==> src/mis_ram.sv <==
// Generic single-write, single-read synchronous RAM with registered read data.
module mis_ram #(
	parameter int WIDTH = 8,
	parameter int DEPTH = 16
) (
	input  logic                     clk,
	input  logic                     we,
	input  logic [$clog2(DEPTH)-1:0] waddr,
	input  logic [WIDTH-1:0]         wdata,
	input  logic [$clog2(DEPTH)-1:0] raddr,
	output logic [WIDTH-1:0]         rdata
);
	logic [WIDTH-1:0] mem [DEPTH];

	always_ff @(posedge clk) begin
		if (we) begin
			mem[waddr] <= wdata;
		end
		rdata <= mem[raddr];
	end
endmodule

==> config.mk <==
export PLATFORM = sky130hd
export DESIGN_NAME = mis_ram
export DESIGN_NICKNAME = d
export VERILOG_FILES = /design/src/mis_ram.sv
export SDC_FILE = /design/constraint.sdc
export NUM_CORES = 1
export LEC_CHECK = 0
export BUFFER_PORTS_ARGS = -buffer_cell sky130_fd_sc_hd__buf_2
export CAP_MARGIN = 5
export CORE_ASPECT_RATIO = 1.4
export CORE_MARGIN = 1
export CORE_UTILIZATION = 60
export CTS_CLUSTER_SIZE = 25
export DETAILED_ROUTE_END_ITERATION = 8
export PLACE_DENSITY_LB_ADDON = 0.2
export SLEW_MARGIN = 20
export SYNTH_ARGS = -nofsm -noshare
export SYNTH_HDL_FRONTEND = slang
export SYNTH_SLANG_ARGS = --single-unit
==> constraint.sdc <==
create_clock -name clk -period 2.65 [get_ports clk]
set_input_delay 0.53 -clock clk [delete_from_list [all_inputs] [get_ports clk]]
set_output_delay 0.53 -clock clk [all_outputs]
set_load 0.02 [all_outputs]
==> impl_metrics.ini, run 1 <==
[global_route]
antenna_found_initial = 0
grt_pass1_vias = 2556
grt_pass1_wl_um = 14700
grt_max_degree = 33
gr-usage-all-layers_pct = 24.9
grt_overflow_total = 0

[layout]
mostFrequentLayoutCell = edfxtp_1
nets = 301
fin_util_pct = 73.0
ff_latch_area_um2 = 4000
n_antenna_cell = 0
drive_gt1_share_pct = 29.8
multiInputGateArea_um2 = 1060
syn_to_final_growth_pct = 17.0
layout.cells.non_filler = 397
final_cell_mix = 128 x edfxtp_1, 25 x buf_2, 19 x buf_4
fillers = 477

[route]
routedWlPerCell_um = 24.2
route.antenna.remaining_nets = 0
viasPerCell = 6.23
vias = 2474
route.detailed.drc = 0
drt_wl_total_um = 9590
first_pass_iters = 5
drtIter0Drc = 165

[floorplanning]
die_w_um = 80.3
core_area_um2 = 8250
rows = 39
io_pins = 26
die-area_um2 = 8960
die_h_um = 112
start_util_pct = 62.4

[timing]
period_share_pct = 60.0
fin_tns_setup_ps = 0
rsz0062_at_grt = false
fin_skew_ps = 4.15
setup_viol = 0
max-slew-margin-rel_pct = 46.8
final_hold_viol_count = 0
fmax_mhz = 629
tightest_slew_ps = 795
report.final.slew_viol_count = 0
period_needed_ps = 1590

[critical_path]
critical_path_required_ps = 2940
critPathTopFamily = multiplexers
critPathCaptureType = flop
critPathBufInv = 2
slowest_delay_ps = 590
critical_path_class = in2reg
startpoint_type = input pin
cpMaxStageDelayCell = mux4_1
worstPathMaxFanout = 32
cp.arrival_ps = 1880
crit_path_cell_trace = buf_2, buf_12, mux4_1, a22oi_1, nand2_1

[synthesis]
yosys_warnings = 0
avgSynthCellArea_um2 = 22.5
synth_cell_types = 19
synth-seq-cells = 136
synthXorXnorAreaFrac_pct = 0
synth-simple-area-share_pct = 3.18
synth-compound-area-share_pct = 2.33
synth_top_family_by_area = multiplexers
synthAdderAreaFrac_pct = 0
muxShareOfSynthArea_pct = 15.0
synth_nets = 247
synthesis.area_um2 = 5150
netlist_instances = 229
yosysSeqAreaShare_pct = 77.8

[clock_network]
htree_levels = 4
clk_path_buf_depth = 2
worstSkewPairLatency_ps = 410
post_cts_buffers = 0
path_clk_slew_ps = 50
numCtsBuffers = 17
root_buffer = clkbuf_16
cts_tree = done
cts_resized = 0
cts.sink_count = 136
holdBufCountCts = 0

[power_and_ir_drop]
ir_worst_vdd_mv = 0.589
pwr-share-comb_pct = 4.9
p_int_mw = 3.88
p_leak_nw = 2.07
clkPwrFrac_pct = 44.6
swShare_pct = 19.1
p_seq_share_pct = 50.4
power_density_nw_per_um2 = 797
p_switching_mw = 0.916

[place]
io_buffers = 25
dp_cells = 366
hpwl_um = 5900
gp_congestion = 0.754

[hold_path]
hold_path_class = in2reg

[run_status]
status = finished clean

[run]
maxCapViolCount = 0
power by group through the flow:
stage,combinational [mW],sequential [mW],clock (mW)
5_1_grt,0.254,2.42,2.26
2_1_floorplan,0.122,2.48,0
4_1_cts,0.240,2.42,2.17
6_report,0.237,2.42,2.14
3_5_place_dp,0.237,2.46,0
3_3_place_gp,0.230,2.46,0
path summary, 6_finish.rpt:
| kind | startpoint | to | slack (ps) | cells past startpoint |
|---|---|---|---|---|
| max | raddr[0] | rdata[3] | 1060 | 5 |
| min | wdata[6] | mem[4][6] | 510 | 1 |
| max reg2reg | mem[2][3] | rdata[3] | 1280 | 3 |
| min reg2reg | mem[12][5] | rdata[5] | 680 | 3 |
area by class of cell:
| cell class | count | area share, % |
|---|---|---|
| sequential | 136 | 66.5 |
| multi-input combinational | 83 | 17.6 |
| clock buffer | 28 | 8.41 |
| timing repair buffer | 45 | 4.78 |
| tap | 102 | 2.12 |
| clock inverter | 3 | 0.665 |
metrics by stage:
step                      power [mW]  setup WS, ps  area [um2]  hold WS [ps]
final                           4.80          1060        6020           509
after detailed placement        2.70           670        5480           667
after CTS                       4.84          1070        6020           488
after global routing            4.94           999        6020           502
after floorplan                 2.60           627        5150           629
after global placement          2.69           681        5480           653
routing by layer:
metal  global-route usage [%]  part of all wire [%]  vias to the layer above
met5                        0                     0                        -
met4                     11.4                   1.9                        0
met3                     7.30                   5.6                       12
met2                     39.5                    53                      101
met1                     31.7                    39                     1282
li1                         -                     -                     1079
flip-flops by register name, indices dropped and copies added, names as in the netlist:
register / count
mem: 128
rdata: 8
cell usage after synthesis:
master,number,area share (%)
nand3b_1,2,0.29
nor3_1,4,0.39
buf_4,1,0.15
nand3_1,1,0.097
and2b_1,1,0.15
and2_1,1,0.12
nor2b_1,1,0.12
buf_2,3,0.29
a22oi_1,16,2.3
buf_6,3,0.66
or3b_2,1,0.17
mux4_2,18,7.9
edfxtp_1,128,75
nand2b_1,2,0.24
dfxtp_1,8,3.1
clkdlybuf4s25_2,3,0.58
nor2_1,13,0.95
mux4_1,14,7.1
nand2_1,9,0.66
cells by family (layout without fill, tap and decap cells):
logic type,Yosys count,in the layout
and+or+nand+nor,35,35
muxes,32,32
buffers and inverters,10,76
AOI/OAI and AO/OA,16,16
DFF,136,136
Note: power is estimated with default switching activity, not from simulation.
==> inputs of run 2 (changes only) <==
--- a/config.mk
+++ b/config.mk
@@ -9,7 +9,7 @@
 export CAP_MARGIN = 5
 export CORE_ASPECT_RATIO = 1.4
 export CORE_MARGIN = 1
-export CORE_UTILIZATION = 60
+export CORE_UTILIZATION = 54
 export CTS_CLUSTER_SIZE = 25
 export DETAILED_ROUTE_END_ITERATION = 8
 export PLACE_DENSITY_LB_ADDON = 0.2
==> constraint.sdc (replaced) <==
create_clock -name clk -period 1.3 [get_ports clk]
set_input_delay 0.26 -clock clk [delete_from_list [all_inputs] [get_ports clk]]
set_output_delay 0.26 -clock clk [all_outputs]
set_load 0.02 [all_outputs]
==> impl_metrics.ini, run 2 (same netlist as run 1, synthesis figures left out) <==
[layout]
syn_to_final_growth_pct = 22.1
fin_util_pct = 68.8
largest_register_ffs = 128
fillers = 593
biggestRegsByFlops = mem (128), rdata (8)
final_cell_area_um2 = 6290
final_cell_mix = 128 x edfxtp_1, 29 x mux4_2, 29 x buf_4
nets = 315
regMostFlops = mem
mostFrequentLayoutCell = edfxtp_1
drive_gt1_share_pct = 42.3
layout.cells.non_filler = 417
n_antenna_cell = 0

[critical_path]
startpoint_type = flop
rrSetupSlack_ps = -30
r2r-start = mem[8][4]
reg2reg_depth = 3
reg2reg_to = rdata[4]
critPathCaptureType = flop
crit_path_cell_trace = mux4_2, a22oi_1, nand2_1
cpMaxStageDelayCell = mux4_2
path_depth = 3
cp.arrival_ps = 1610
critical_path_required_ps = 1580
critPathBufInv = 0
critical_path_class = reg2reg
critPathLaunch = mem[8][4]
worstPathMaxFanout = 1
cp-endpoint = rdata[4]
slowest_delay_ps = 470
critPathTopFamily = multiplexers

[floorplanning]
io_pins = 26
die_w_um = 84.5
start_util_pct = 56.4
die_h_um = 118
die-area_um2 = 9930
core_area_um2 = 9130
rows = 41

[route]
routedWlPerCell_um = 23.4
drt_wl_total_um = 9760
route.antenna.remaining_nets = 0
viasPerCell = 5.93
drtIter0Drc = 190
first_pass_iters = 7
route.detailed.drc = 4
vias = 2473

[global_route]
grt_overflow_total = 0
antenna_found_initial = 0
gr-usage-all-layers_pct = 22.2
grt_pass1_vias = 2611
grt_pass1_wl_um = 15100
grt_max_degree = 26

[timing]
report.final.slew_viol_count = 0
period_needed_ps = 1330
fin_tns_setup_ps = -56.4
period_share_pct = 102
setup_slack_ps = -28.5
tightest_slew_ps = 831
fmax_mhz = 753
setup_viol = 3
final_hold_viol_count = 0
fin_skew_ps = 4.06
max-slew-margin-rel_pct = 44.5
rsz0062_at_grt = true

[place]
hpwl_um = 6400
gp_congestion = 0.752
io_buffers = 25
placedInstanceArea_um2 = 5630
dp_cells = 385

[power_and_ir_drop]
power_density_nw_per_um2 = 1670
ir_worst_vdd_mv = 1.30
p_leak_nw = 2.17
p_total_mw = 10.5

[run]
maxCapViolCount = 0

[clock_network]
cts_tree = done
htree_levels = 4
path_clk_slew_ps = 60
clk_path_buf_depth = 2
holdBufCountCts = 0
worstSkewPairLatency_ps = 410
numCtsBuffers = 17
cts.sink_count = 136
root_buffer = clkbuf_16

[hold_path]
hold_path_class = in2reg

[run_status]
violations = DRC, setup timing
status = finished, violations left
## run 2: area by class of cell
cell class / count / area (um2) / area share [%]
clock buffers: 18 / 429 / 6.83
multi-input cells: 83 / 1070 / 17.1
flip-flops and latches: 136 / 4000 / 63.7
repair buffers: 59 / 443 / 7.05
clock inverters: 14 / 204 / 3.24
well taps: 107 / 134 / 2.13
## run 2: per-layer routing
| layer | vias up | GRT usage [%] | part of all wire [%] |
|---|---|---|---|
| met5 | - | 0 | 0 |
| met4 | 0 | 9.11 | 1.8 |
| met2 | 79 | 36.8 | 55 |
| met1 | 1281 | 26.5 | 39 |
| li1 | 1100 | - | - |
| met3 | 13 | 7.78 | 4.0 |
## run 2: metrics by stage
step | setup WS (ps) | hold slack (ps)
after floorplan | -63.0 | 359
after global placement | -355 | 636
after detailed placement | -373 | 650
after CTS | -36.0 | 217
after global routing | -70.6 | 218
final | -28.5 | 232
## run 2: repair_timing
action	CTS	global route
pin swaps	0	1
buffers inserted	0	0
gates resized for setup	2	2
endpoints found under the setup margin	5	7
## run 2: where the power goes
group	switching, mW	total, mW	internal (mW)
Clock	1.67	5.05	3.38
Sequential	0.0314	4.94	4.91
Combinational	0.306	0.543	0.236
Total	2.00	10.5	8.52
## run 2: worst min-delay path by stage
stage,to,cells after the start,start,slack (ps)
after floorplan,mem[0][0],0,wdata[0],360
after global placement,mem[7][4],1,wdata[4],640
after detailed placement,mem[6][4],1,wdata[4],650
after CTS,mem[7][2],1,wdata[2],220
after global routing,mem[2][2],1,wdata[2],220
final,mem[5][4],1,wdata[4],230
==> inputs of run 3 (changes only) <==
--- a/config.mk
+++ b/config.mk
@@ -8,11 +8,11 @@
 export BUFFER_PORTS_ARGS = -buffer_cell sky130_fd_sc_hd__buf_2
 export CAP_MARGIN = 5
 export CORE_ASPECT_RATIO = 1.4
-export CORE_MARGIN = 1
 export CORE_UTILIZATION = 54
 export CTS_CLUSTER_SIZE = 25
 export DETAILED_ROUTE_END_ITERATION = 8
 export PLACE_DENSITY_LB_ADDON = 0.2
+export RECOVER_POWER = 100
 export SLEW_MARGIN = 20
 export SYNTH_ARGS = -nofsm -noshare
 export SYNTH_HDL_FRONTEND = slang
==> impl_metrics.ini, run 3 (same netlist as run 1, synthesis figures left out) <==
[run_status]
status = finished, violations left
violations = DRC, setup timing

[critical_path]
cpMaxStageDelayCell = mux4_2
crit_path_cell_trace = mux4_2, a22oi_2, nand2_1
critPathLaunch = mem[2][2]
critPathBufInv = 0
critPathTopFamily = multiplexers
startpoint_type = flop
critical_path_class = reg2reg
slowest_delay_ps = 500
r2r-start = mem[2][2]
critPathCaptureType = flop
worstPathMaxFanout = 1
cp.arrival_ps = 1610
critical_path_required_ps = 1590

[route]
vias = 2487
drtIter0Drc = 205
routedWlPerCell_um = 23.2
viasPerCell = 5.96
route.antenna.remaining_nets = 0
route.detailed.drc = 2
drt_wl_total_um = 9690
first_pass_iters = 7

[power_and_ir_drop]
p_leak_nw = 2.06
p_total_mw = 10.5
ir_worst_vdd_mv = 1.30
power_density_nw_per_um2 = 1700

[clock_network]
cts.sink_count = 136
htree_levels = 4
root_buffer = clkbuf_16
worstSkewPairLatency_ps = 410
clk_path_buf_depth = 2
cts_tree = done
numCtsBuffers = 17
post_cts_buffers = 0
path_clk_slew_ps = 60

[layout]
drive_gt1_share_pct = 32.3
biggestRegsByFlops = mem (128), rdata (8)
mostFrequentLayoutCell = edfxtp_1
largest_register_ffs = 128
regMostFlops = mem
nets = 315
syn_to_final_growth_pct = 19.6
n_antenna_cell = 0
final_cell_mix = 128 x edfxtp_1, 29 x mux4_2, 25 x clkbuf_1
final_cell_area_um2 = 6160

[timing]
fmax_mhz = 756
fin_skew_ps = 4.68
max-slew-margin-rel_pct = 45.2
period_share_pct = 102
rsz0062_at_grt = true
period_needed_ps = 1320
tightest_slew_ps = 820
setup_viol = 3
final_hold_viol_count = 0
setup_slack_ps = -22.9
report.final.slew_viol_count = 0

[global_route]
grt_max_degree = 26
grt_most_used_layer = met2
grt_pass1_vias = 2611
grt_overflow_total = 0
antenna_found_initial = 0
use_met3_pct = 7.78
met2_usage_pct = 36.8
gr-usage-all-layers_pct = 22.2
grt_pass1_wl_um = 15100
grt_use_met1_pct = 26.5

[floorplanning]
die_w_um = 84.5
io_pins = 26
core_area_um2 = 9130
die_h_um = 118
rows = 41
start_util_pct = 56.4
die-area_um2 = 9930

[place]
placedInstanceArea_um2 = 5630
place_ws_ps = -373
gp_congestion = 0.752
hpwl_um = 6400
io_buffers = 25

[hold_path]
hold_path.startpoint = wdata[4]
hold_path_class = in2reg

[run]
maxCapViolCount = 0
run 3: path summary, 6_finish.rpt:
check,depth (start not counted),to,slack [ps]
worst min register to register,3,rdata[7],670
worst min-delay path,1,mem[5][4],360
worst max-delay path,3,rdata[2],-20
worst max register to register,3,rdata[2],-20
run 3: layer usage:
| layer | part of all wire (%) | vias to the layer above |
|---|---|---|
| li1 | - | 1104 |
| met2 | 54 | 103 |
| met1 | 38 | 1261 |
| met3 | 5.6 | 19 |
| met5 | 0 | - |
| met4 | 2.0 | 0 |
run 3: final cells by class:
class,instances,area (um2)
flip-flops and latches,136,4000
clock inverters,14,204
clock buffers,18,429
repair buffers,59,347
multi-input cells,83,1040
well taps,107,134
fillers,632,2970
run 3: what timing repair did:
action | 4_1_cts | 5_1_grt
resized for setup | 2 | 2
pin swaps | 0 | 1
endpoints found under the setup margin | 5 | 7
hold buffers | 0 | 0
run 3: power breakdown:
| group | internal, mW | leakage, nW | switching, mW |
|---|---|---|---|
| registers | 4.91 | 1.22 | 0.0324 |
| logic | 0.215 | 0.528 | 0.298 |
| clock network | 3.38 | 0.310 | 1.66 |
| total | 8.50 | 2.06 | 1.99 |
run 3: worst register-to-register path: stages, from the launching register on:
cell and delay (ps):
edfxtp_1 400, mux4_2 500, a22oi_2 200, nand2_1 100
run 3: through the flow:
| stage | utilization (%) | setup TNS, ps | std cells | hold WS (ps) |
|---|---|---|---|---|
| 2_1_floorplan | - | -690 | 229 | 359 |
| 3_3_place_gp | 61.7 | -11510 | 385 | 636 |
| 3_5_place_dp | 61.7 | -11780 | 385 | 650 |
| 4_1_cts | 68.7 | -107 | 417 | 217 |
| 5_1_grt | 67.4 | -632 | 417 | 380 |
| 6_report | 67.4 | -42.0 | 417 | 356 |
